`src/olv_pkg.sv`:
```
// Shared types and constants of the ordered value list.
`timescale 1ns / 1ps
package olv_pkg;

	localparam int CAPACITY_DEF = 16;
	localparam int VALUE_W = 32;
	localparam int REQ_W = 3;
	localparam int STATUS_W = 2;
	localparam int POS_W = 4;
	localparam int FILL_W = 5;

	typedef enum logic [REQ_W-1:0] {
		REQ_INSERT = 3'd0,
		REQ_REMOVE = 3'd1,
		REQ_SEARCH = 3'd2,
		REQ_DELETE = 3'd3,
		REQ_DUMP   = 3'd4
	} req_t;

	typedef enum logic [STATUS_W-1:0] {
		ST_OK        = 2'd0,
		ST_NOT_FOUND = 2'd1,
		ST_FULL      = 2'd2,
		ST_EMPTY     = 2'd3
	} status_t;

	typedef enum logic [2:0] {
		CELL_HOLD,
		CELL_INSERT,
		CELL_SHIFT,
		CELL_DELETE,
		CELL_ROTATE
	} cell_op_t;

	typedef struct packed {
		cell_op_t op;
		logic [VALUE_W-1:0] key;
	} cell_ctl_t;

	typedef enum logic {
		S_IDLE,
		S_DUMP
	} state_t;

endpackage

```
`src/olv_if.sv`:
```
// Request and response channel interfaces of the ordered value list.
`timescale 1ns / 1ps
interface olv_req_if;
	logic valid;
	logic ready;
	logic [2:0] req_type;
	logic signed [31:0] value;

	modport source (output valid, output req_type, output value, input ready);
	modport sink (input valid, input req_type, input value, output ready);
endinterface

interface olv_rsp_if;
	logic valid;
	logic ready;
	logic [1:0] status;
	logic signed [31:0] item_value;
	logic [3:0] position;
	logic [4:0] fill_count;
	logic last;

	modport source (output valid, output status, output item_value, output position,
		output fill_count, output last, input ready);
	modport sink (input valid, input status, input item_value, input position,
		input fill_count, input last, output ready);
endinterface

```
`src/olv_cell.sv`:
```
// One storage cell of the list chain: holds a value, compares it, moves it.
`timescale 1ns / 1ps
module olv_cell
	import olv_pkg::*;
#(
	parameter int CAPACITY = CAPACITY_DEF,
	parameter int INDEX = 0
) (
	input  logic clk,
	input  cell_ctl_t ctl,
	input  logic [$clog2(CAPACITY+1)-1:0] count,
	input  logic [VALUE_W-1:0] next_data,
	input  logic [VALUE_W-1:0] wrap_data,
	input  logic hit_up_in,
	output logic hit_up_out,
	input  logic found_dn_in,
	output logic found_dn_out,
	output logic first,
	output logic [VALUE_W-1:0] data
);

	localparam int CW = $clog2(CAPACITY+1);
	localparam logic [CW-1:0] IDX = CW'(INDEX);

	logic [VALUE_W-1:0] data_q;
	logic occ;
	logic match;

	assign occ = IDX < count;
	assign match = occ && (data_q == ctl.key);
	assign hit_up_out = hit_up_in | match;
	assign found_dn_out = found_dn_in | match;
	assign first = match & ~found_dn_in;
	assign data = data_q;

	always_ff @(posedge clk) begin
		case (ctl.op)
			CELL_INSERT: begin
				if (IDX == count) data_q <= ctl.key;
			end
			CELL_SHIFT: data_q <= next_data;
			CELL_DELETE: begin
				if (!hit_up_in) data_q <= next_data;
			end
			CELL_ROTATE: begin
				if (IDX + CW'(1) == count) data_q <= wrap_data;
				else data_q <= next_data;
			end
			default: data_q <= data_q;
		endcase
	end

endmodule

```
`src/ordered_value_list.sv`:
```
// Top level of the ordered value list: control, response register and cell chain.
//
// Usage: requests enter on req (valid/ready, fields req_type and value) and
// results leave on rsp (valid/ready, fields status, item_value, position,
// fill_count, last). Values are held oldest first in a chain of CAPACITY
// cells; every cell compares its value with the request value in parallel.
// Insert, remove, search, delete and unused codes give one result, registered,
// in the cycle after the request is accepted. A request is accepted whenever
// the response register is empty or being taken, so these requests sustain one
// per cycle.
// Dump first enters the dump state, then gives one result per cycle while the
// response register is free, as the chain rotates by one place, cell zero
// feeding the response; last marks the final result. An empty list gives one
// result at once. No request is accepted during a dump.
// When the receiver stalls, the result holds in the response register and
// the chain holds too. Reset empties the list and the response register;
// cell contents are not cleared.
`timescale 1ns / 1ps
module ordered_value_list
	import olv_pkg::*;
#(
	parameter int CAPACITY = CAPACITY_DEF
) (
	input  logic clk,
	input  logic arst_n,
	olv_req_if.sink req,
	olv_rsp_if.source rsp
);

	localparam int CW = $clog2(CAPACITY+1);
	localparam int IW = $clog2(CAPACITY);

	state_t state_q, state_d;
	logic [CW-1:0] count_q, count_d;
	logic [IW-1:0] dump_idx_q, dump_idx_d;

	logic rsp_valid_q, rsp_valid_d;
	status_t status_q, status_d;
	logic [VALUE_W-1:0] item_q, item_d;
	logic [POS_W-1:0] pos_q, pos_d;
	logic last_q, last_d;

	cell_ctl_t ctl;
	logic [VALUE_W-1:0] data [CAPACITY];
	logic [CAPACITY:0] hit_up;
	logic [CAPACITY:0] found_dn;
	logic [CAPACITY-1:0] first;
	logic [IW-1:0] first_idx;
	logic slot_free;
	logic accept;
	logic dump_last;

	assign hit_up[CAPACITY] = 1'b0;
	assign found_dn[0] = 1'b0;

	for (genvar i = 0; i < CAPACITY; i++) begin : g_cell
		olv_cell #(
			.CAPACITY(CAPACITY),
			.INDEX(i)
		) u_cell (
			.clk(clk),
			.ctl(ctl),
			.count(count_q),
			.next_data(data[(i + 1) % CAPACITY]),
			.wrap_data(data[0]),
			.hit_up_in(hit_up[i+1]),
			.hit_up_out(hit_up[i]),
			.found_dn_in(found_dn[i]),
			.found_dn_out(found_dn[i+1]),
			.first(first[i]),
			.data(data[i])
		);
	end

	always_comb begin
		first_idx = '0;
		for (int i = 0; i < CAPACITY; i++) begin
			first_idx = first_idx | (IW'(i) & {IW{first[i]}});
		end
	end

	assign slot_free = !rsp_valid_q || rsp.ready;
	assign req.ready = (state_q == S_IDLE) && slot_free;
	assign accept = req.valid && req.ready;
	assign dump_last = (CW'(dump_idx_q) + CW'(1)) == count_q;

	always_comb begin
		state_d = state_q;
		count_d = count_q;
		dump_idx_d = dump_idx_q;
		rsp_valid_d = rsp_valid_q && !rsp.ready;
		status_d = status_q;
		item_d = item_q;
		pos_d = pos_q;
		last_d = last_q;
		ctl.op = CELL_HOLD;
		ctl.key = req.value;
		case (state_q)
			S_IDLE: begin
				if (accept) begin
					rsp_valid_d = 1'b1;
					status_d = ST_OK;
					item_d = '0;
					pos_d = '0;
					last_d = 1'b1;
					case (req_t'(req.req_type))
						REQ_INSERT: begin
							if (count_q == CW'(CAPACITY)) begin
								status_d = ST_FULL;
							end else begin
								ctl.op = CELL_INSERT;
								count_d = count_q + CW'(1);
							end
						end
						REQ_REMOVE: begin
							if (count_q == '0) begin
								status_d = ST_EMPTY;
							end else begin
								ctl.op = CELL_SHIFT;
								count_d = count_q - CW'(1);
							end
						end
						REQ_SEARCH: begin
							if (hit_up[0]) pos_d = POS_W'(first_idx);
							else status_d = ST_NOT_FOUND;
						end
						REQ_DELETE: begin
							if (hit_up[0]) begin
								ctl.op = CELL_DELETE;
								count_d = count_q - CW'(1);
							end else begin
								status_d = ST_NOT_FOUND;
							end
						end
						REQ_DUMP: begin
							if (count_q == '0) begin
								status_d = ST_EMPTY;
							end else begin
								rsp_valid_d = 1'b0;
								dump_idx_d = '0;
								state_d = S_DUMP;
							end
						end
						default: status_d = ST_OK;
					endcase
				end
			end
			S_DUMP: begin
				if (slot_free) begin
					ctl.op = CELL_ROTATE;
					rsp_valid_d = 1'b1;
					status_d = ST_OK;
					item_d = data[0];
					pos_d = POS_W'(dump_idx_q);
					last_d = dump_last;
					dump_idx_d = dump_idx_q + IW'(1);
					if (dump_last) state_d = S_IDLE;
				end
			end
			default: state_d = S_IDLE;
		endcase
	end

	always_ff @(posedge clk or negedge arst_n) begin
		if (!arst_n) begin
			state_q <= S_IDLE;
			count_q <= '0;
			dump_idx_q <= '0;
			rsp_valid_q <= 1'b0;
		end else begin
			state_q <= state_d;
			count_q <= count_d;
			dump_idx_q <= dump_idx_d;
			rsp_valid_q <= rsp_valid_d;
		end
	end

	always_ff @(posedge clk) begin
		status_q <= status_d;
		item_q <= item_d;
		pos_q <= pos_d;
		last_q <= last_d;
	end

	assign rsp.valid = rsp_valid_q;
	assign rsp.status = status_q;
	assign rsp.item_value = item_q;
	assign rsp.position = pos_q;
	assign rsp.fill_count = FILL_W'(count_q);
	assign rsp.last = last_q;

endmodule
```
`src/flat_wrapper.sv`:
```
// flat-port wrapper written by rule: the top's interface ports become plain ports
module ordered_value_list_flat import olv_pkg::*;
#(
	parameter int CAPACITY = CAPACITY_DEF
)
  (clk, arst_n, req_valid, req_req_type, req_value, req_ready, rsp_valid, rsp_status, rsp_item_value, rsp_position, rsp_fill_count, rsp_last, rsp_ready);
  olv_req_if req_i ();
  olv_rsp_if rsp_i ();
  input  logic clk;
  input  logic arst_n;
  input wire logic [$bits(req_i.valid)-1:0] req_valid;
  input wire logic [$bits(req_i.req_type)-1:0] req_req_type;
  input wire logic [$bits(req_i.value)-1:0] req_value;
  output wire logic [$bits(req_i.ready)-1:0] req_ready;
  output wire logic [$bits(rsp_i.valid)-1:0] rsp_valid;
  output wire logic [$bits(rsp_i.status)-1:0] rsp_status;
  output wire logic [$bits(rsp_i.item_value)-1:0] rsp_item_value;
  output wire logic [$bits(rsp_i.position)-1:0] rsp_position;
  output wire logic [$bits(rsp_i.fill_count)-1:0] rsp_fill_count;
  output wire logic [$bits(rsp_i.last)-1:0] rsp_last;
  input wire logic [$bits(rsp_i.ready)-1:0] rsp_ready;
  assign req_i.valid = req_valid;
  assign req_i.req_type = req_req_type;
  assign req_i.value = req_value;
  assign req_ready = req_i.ready;
  assign rsp_valid = rsp_i.valid;
  assign rsp_status = rsp_i.status;
  assign rsp_item_value = rsp_i.item_value;
  assign rsp_position = rsp_i.position;
  assign rsp_fill_count = rsp_i.fill_count;
  assign rsp_last = rsp_i.last;
  assign rsp_i.ready = rsp_ready;
  ordered_value_list #(.CAPACITY(CAPACITY)) u_core (.clk(clk), .arst_n(arst_n), .req(req_i), .rsp(rsp_i));
endmodule
```
`config.mk`:
```
export PLATFORM = sky130hd
export DESIGN_NAME = ordered_value_list_flat
export DESIGN_NICKNAME = d
export VERILOG_FILES = /design/src/olv_pkg.sv /design/src/olv_if.sv /design/src/olv_cell.sv /design/src/ordered_value_list.sv /design/src/flat_wrapper.sv
export SDC_FILE = /design/constraint.sdc
export NUM_CORES = 2
export LEC_CHECK = 0
export ABC_AREA = 1
export ABC_CLOCK_PERIOD_IN_PS = 9300
export BUFFER_PORTS_ARGS = -buffer_cell sky130_fd_sc_hd__buf_2
export CAP_MARGIN = 20
export CORE_AREA = 2 2 311 313
export CTS_CLUSTER_DIAMETER = 60
export DETAILED_ROUTE_END_ITERATION = 12
export DIE_AREA = 0 0 313 315
export GPL_ROUTABILITY_DRIVEN = 0
export GPL_TIMING_DRIVEN = 0
export PLACE_DENSITY = 0.63
export SYNTH_ARGS = -nofsm -noshare
export SYNTH_HDL_FRONTEND = slang
export SYNTH_HIERARCHICAL = 1
export SYNTH_SLANG_ARGS = --single-unit
```
`constraint.sdc`:
```
create_clock -name clk -period 9.3 [get_ports clk]
set_clock_uncertainty 0.1 [all_clocks]
set_input_delay 1.395 -clock clk [delete_from_list [all_inputs] [get_ports clk]]
set_output_delay 1.395 -clock clk [all_outputs]
set_load 0.01 [all_outputs]
```
=== Yosys cells after proc, flatten, opt, wreduce, memory -nomap -nowiden ===
Cells that the tools add are included.

* Word-level logic and storage cells: 354
* Bits of input ports: 39
* RAM bits: 0
* Latch bits: 0
* Bits in registers: 562
* Memories: 0
* Output and inout bits: 46
* Memory bits (read-only): 0

* Eq/ne operators: 80
* Div/mod/pow operators: 0
* Reductions and logical operators: 49
* Order comparisons: 16
* Mux-type cells: 107
* Add/sub/neg operators: 4
* Bitwise logic cells: 74
* Multipliers: 0
* Shift-type cells: 0

{| class="wikitable"
|+ Operators by type and width
! cell !! count
|-
| 32-bit one-hot mux with 4 select lines || 15
|-
| 32-bit two-way mux || 48
|-
| 32-bit equality test || 16
|-
| 32-bit one-hot mux with 2 select lines || 2
|-
| 2-bit != test, second input constant || 37
|-
| 3-bit AND reduction || 14
|-
| 4-bit by 5-bit equality test with 1-bit output, first input constant || 8
|-
| 4-bit by 5-bit less-than comparator with 1-bit output, first input constant || 8
|-
| 4-bit two-way mux || 8
|-
| 4-bit bitwise OR || 8
|-
| 1-bit bitwise OR || 29
|-
| 3-bit by 5-bit equality test with 1-bit output, first input constant || 4
|-
| 3-bit by 5-bit less-than comparator with 1-bit output, first input constant || 4
|-
| 1-bit logical AND || 19
|-
| 1-bit inverter || 16
|-
| 4-bit by 3-bit bitwise OR with 4-bit output || 4
|-
| 4-bit one-hot mux with 2 select lines || 2
|-
| 1-bit AND || 15
|-
| 5-bit two-way mux || 3
|-
| 5-bit one-hot mux with 3 select lines || 1
|-
| 1-bit two-way mux || 13
|-
| 3-bit by 2-bit equality test with 1-bit output, second input constant || 4
|-
| 2-bit two-way mux || 6
|-
| 2-bit by 5-bit equality test with 1-bit output, first input constant || 2
|-
| other kinds (32) || 44
|}

=== Logic depth before layout (Yosys ltp) ===
* Depth after elaboration: 25
* Gate-level depth with buffers: 52
* Gate-level depth less buffers: 52

=== Modules after synthesis ===
The synthesis kept the hierarchy.

{| class="wikitable"
|+ Modules (own cells, without submodules)
! module !! area an instance (µm²) !! seq. area each (µm²) !! instances !! cells an instance
|-
| olv_cell at u_core.g_cell[15].u_cell || 3086.7 || 960.9 || 1 || 462
|-
| olv_cell at u_core.g_cell[3].u_cell || 2996.6 || 960.9 || 1 || 422
|-
| olv_cell at u_core.g_cell[14].u_cell || 2942.8 || 960.9 || 1 || 411
|-
| olv_cell at u_core.g_cell[11].u_cell || 2886.5 || 960.9 || 1 || 444
|-
| olv_cell at u_core.g_cell[7].u_cell || 2846.5 || 960.9 || 1 || 457
|-
| olv_cell at u_core.g_cell[13].u_cell || 2826.5 || 960.9 || 1 || 404
|-
| olv_cell at u_core.g_cell[12].u_cell || 2792.7 || 960.9 || 1 || 448
|-
| olv_cell at u_core.g_cell[2].u_cell || 2790.2 || 960.9 || 1 || 398
|-
| olv_cell at u_core.g_cell[1].u_cell || 2771.4 || 960.9 || 1 || 400
|-
| olv_cell at u_core.g_cell[10].u_cell || 2753.9 || 960.9 || 1 || 399
|-
| olv_cell at u_core.g_cell[4].u_cell || 2750.1 || 960.9 || 1 || 393
|-
| olv_cell at u_core.g_cell[0].u_cell || 2738.9 || 960.9 || 1 || 383
|-
| olv_cell at u_core.g_cell[5].u_cell || 2717.6 || 960.9 || 1 || 391
|-
| olv_cell at u_core.g_cell[6].u_cell || 2707.6 || 960.9 || 1 || 391
|-
| 3 more rows || n/a || n/a || n/a || n/a
|}

=== Worst setup path after synthesis ===
No wires, ideal clock.

* Path kind: input port to flip-flop
* From: input port req_value[6]
* To: register u_core.g_cell[4].u_cell.data_q[0], enable pin
* Required time: 8.759 ns
* Cell stages on the path: 45
* Arrival time: 7.782 ns
* Setup slack: 0.977 ns
* Setup time: 0.441 ns
* Buffers on the path: 0
* Path through: xnor2_1 > nand2_1 > nor2_1 > nand2_1 > nor2_1 > nand3_1 > nand2_1 > inv_1 > nand2_1 > inv_1 > nand2_1 > inv_1 > nand2_1 > inv_1 > nand2_1 > inv_1 > nand2_1 > inv_1 > [9 not listed] > inv_1 > nand2_1 > inv_1 > nand2_1 > inv_1 > nand2_1 > inv_1 > nand2_1 > inv_1 > nand2_1 > nand2_1 > nor2_1 > a31oi_1 > nor2_1 > nand2_1 > nand2_1 > a21oi_1 > a31oi_1

{| class="wikitable"
|+ RTL lines
! item !! line !! text
|-
| from (decl) || flat_wrapper.sv:13 || <nowiki>input wire logic [$bits(req_i.value)-1:0] req_value;</nowiki>
|-
| to (signal assigned) || olv_cell.sv:39 || <nowiki>if (IDX == count) data_q <= ctl.key;</nowiki>
|-
| to (signal assigned) || olv_cell.sv:41 || <nowiki>CELL_SHIFT: data_q <= next_data;</nowiki>
|-
| to (signal assigned) || olv_cell.sv:43 || <nowiki>if (!hit_up_in) data_q <= next_data;</nowiki>
|-
| to (decl) || olv_cell.sv:25 || <nowiki>logic [VALUE_W-1:0] data_q;</nowiki>
|}

==> flow_summary.ini <==
[clocking]
clock_path_buffers = 3
postCtsSetupBuffers = 0
cts_resized = 0
cts_made_buffers = 82
clock-sinks = 562
ctsHoldBuffers = 0
clk_pin_slew_ns = 0.06
cts_root_buf = clkbuf_16
cts_tree = built
htree_levels = 3
clock_latency_ns = 0.67

[final_layout]
multi_input_area_mm2 = 0.0240
fillers = 8882
nets = 7090
stdcell_area_mm2 = 0.0551
drive_gt1_share_pct = 13.7
fin_util_pct = 57.6
area_growth_syn_to_layout_pct = 16.8
seqCellArea_mm2 = 0.0168

[grt]
grt_max_degree = 39
grt_antenna_before_repair = 5
grt_pass1_wl_um = 296000
grt_pass1_vias = 45177
grt_use_total_pct = 40.5
grt-ovfl-total = 0

[synth]
netlist_instances = 6754
syn-cell-area_mm2 = 0.0472
synth_warnings = 6
syn_area_per_cell_um2 = 6.98

[floorplanning]
ios = 85
placementRows = 114
die_w_um = 313
dieHeight_um = 315
core-area_mm2 = 0.0957
die_area_mm2 = 0.0986
initial_utilization_pct = 49.3

[pwr]
p_sw_share_pct = 44.2
leakagePower_nw = 25.7
p_clk_share_pct = 23.3
pwr-share-seq_pct = 33.7
vdd_drop_max_mv = 0.184
internal_power_w = 0.00797
power.switching_w = 0.00631
combPwrFrac_pct = 43.0
power-per-cell-area_mw_per_mm2 = 259

[critical_path]
critPathCaptureType = flip-flop
critPathSlowestCell = nor2_4
r2r_setup_slack_ns = 1.97
cpPeakStageDelay_ns = 0.67
reg2reg_to = u_core/g_cell[5].u_cell/data[3]$_DFFE_PP_
ff2ff_path_depth = 45
crit_start = req_value[8]
path_common_cell = nand2_1
cp.required_ns = 9.57
reg2reg_from = u_core/rsp.fill_count[3]$_DFFE_PN0P_
startpoint_type = input pin
crit_path_max_fanout = 32
path_class = input pin to flip-flop
arrival_ns = 8.27

[routing]
dr.max_layer_used = met5
drtAntennaViolNets = 0
vias = 50107
drt_wl_total_um = 206000
wl_met1_um = 76300
first_iter_violations = 6970
wl_met2_um = 86400
drt_first_pass_iters = 10
drc_errors = 0
vias_per_cell = 5.97
wl_met3_um = 26100
wire_per_inst_um = 24.6

[sta]
fmax_ghz = 0.125
period_minus_slack_ns = 8.01
hold_violations = 0
fin_crit_sh_pct = 86.1
max_slew_margin_pct = 22.1
tightest_slew_ns = 1.16
rsz0062_at_grt = false
setup_viol = 0
setup_slack_ns = 1.29
slew_viol_final = 0

[job]
drv_cap = 0

[placed_design]
io_buffers = 84
dp_hpwl_um = 155000
place_area_mm2 = 0.0522
place_ws_ns = 0.965

[status]
outcome = finished clean

[worst_hold_path]
hold_path_class = input pin to async pin
==> sequential cells by signal, indices dropped and copies added (netlist names) <==
signal	count
u_core/state_q	1
u_core/rsp.fill_count	5
u_core/rsp.valid	1
u_core/rsp.item_value	32
u_core/rsp.position	4
u_core/dump_idx_q	4
u_core/rsp.status	2
u_core/rsp.last	1
u_core/g_cell.u_cell/data	512
==> per-layer routing <==
metal  vias up  global-route usage [%]
met3       887                    8.97
li1      22609                       -
met5         -                       0
met1     23101                    52.1
met2      3502                    60.5
met4         8                    28.7
==> worst max path at each step <==
stage | end | cells past startpoint
3_3_place_gp | u_core/g_cell[5].u_cell/data[17]$_DFFE_PP_ | 47
5_1_grt | u_core/g_cell[6].u_cell/data[15]$_DFFE_PP_ | 54
2_1_floorplan | u_core/g_cell[4].u_cell/data[0]$_DFFE_PP_ | 42
4_1_cts | u_core/g_cell[6].u_cell/data[15]$_DFFE_PP_ | 54
3_5_place_dp | u_core/g_cell[6].u_cell/data[6]$_DFFE_PP_ | 54
6_report | u_core/g_cell[5].u_cell/data[3]$_DFFE_PP_ | 50
==> layout by cell type (no fill, tap or decap), drive strengths merged, types with 31 or more instances in the layout <==
master and count:
a21oi 369, buf 411, clkbuf 143, edfxtp 551, inv 1264, nand2 1953, nand3 352, nand4 59
nor2 741, nor3 31, o211ai 143, o21ai 539, o221ai 230, xnor2 161
==> power by group through the flow <==
stage	clock [W]	combinational [W]	sequential (W)
after floorplan	0	0.00344	0.00450
after CTS	0.00334	0.00592	0.00477
after global routing	0.00344	0.00655	0.00484
final	0.00333	0.00614	0.00481
after global placement	0	0.00459	0.00541
after detailed placement	0	0.00589	0.00481
==> critical path, delay by kind of cell <==
kind / cells / cell delay, ns
AO/OA/AOI/OAI: 3 / 0.81
buffers and inverters: 19 / 2.57
AND/OR/NAND/NOR: 28 / 3.40
==> per-stage QoR <==
step	hold slack (ns)	cells	power (W)	setup TNS, ns
2_1_floorplan	0.458	6755	0.00795	0
3_3_place_gp	0.500	8115	0.0100	-2860.46
3_5_place_dp	0.507	8236	0.0107	0
4_1_cts	0.483	8384	0.0140	0
5_1_grt	0.519	8386	0.0148	0
6_report	0.502	8387	0.0143	0
==> final cells by class <==
class	count	share of cell area (%)
Clock inverter	57	1.32
Multi-Input combinational cell	4689	43.6
Buffer	256	3.36
Timing Repair Buffer	207	6.01
Sequential cell	562	30.5
Tap cell	1276	2.90
Inverter	1248	8.52
Antenna cell	1	0.00454
Clock buffer	91	3.79
No activity file was read; power rests on OpenSTA's default activity.
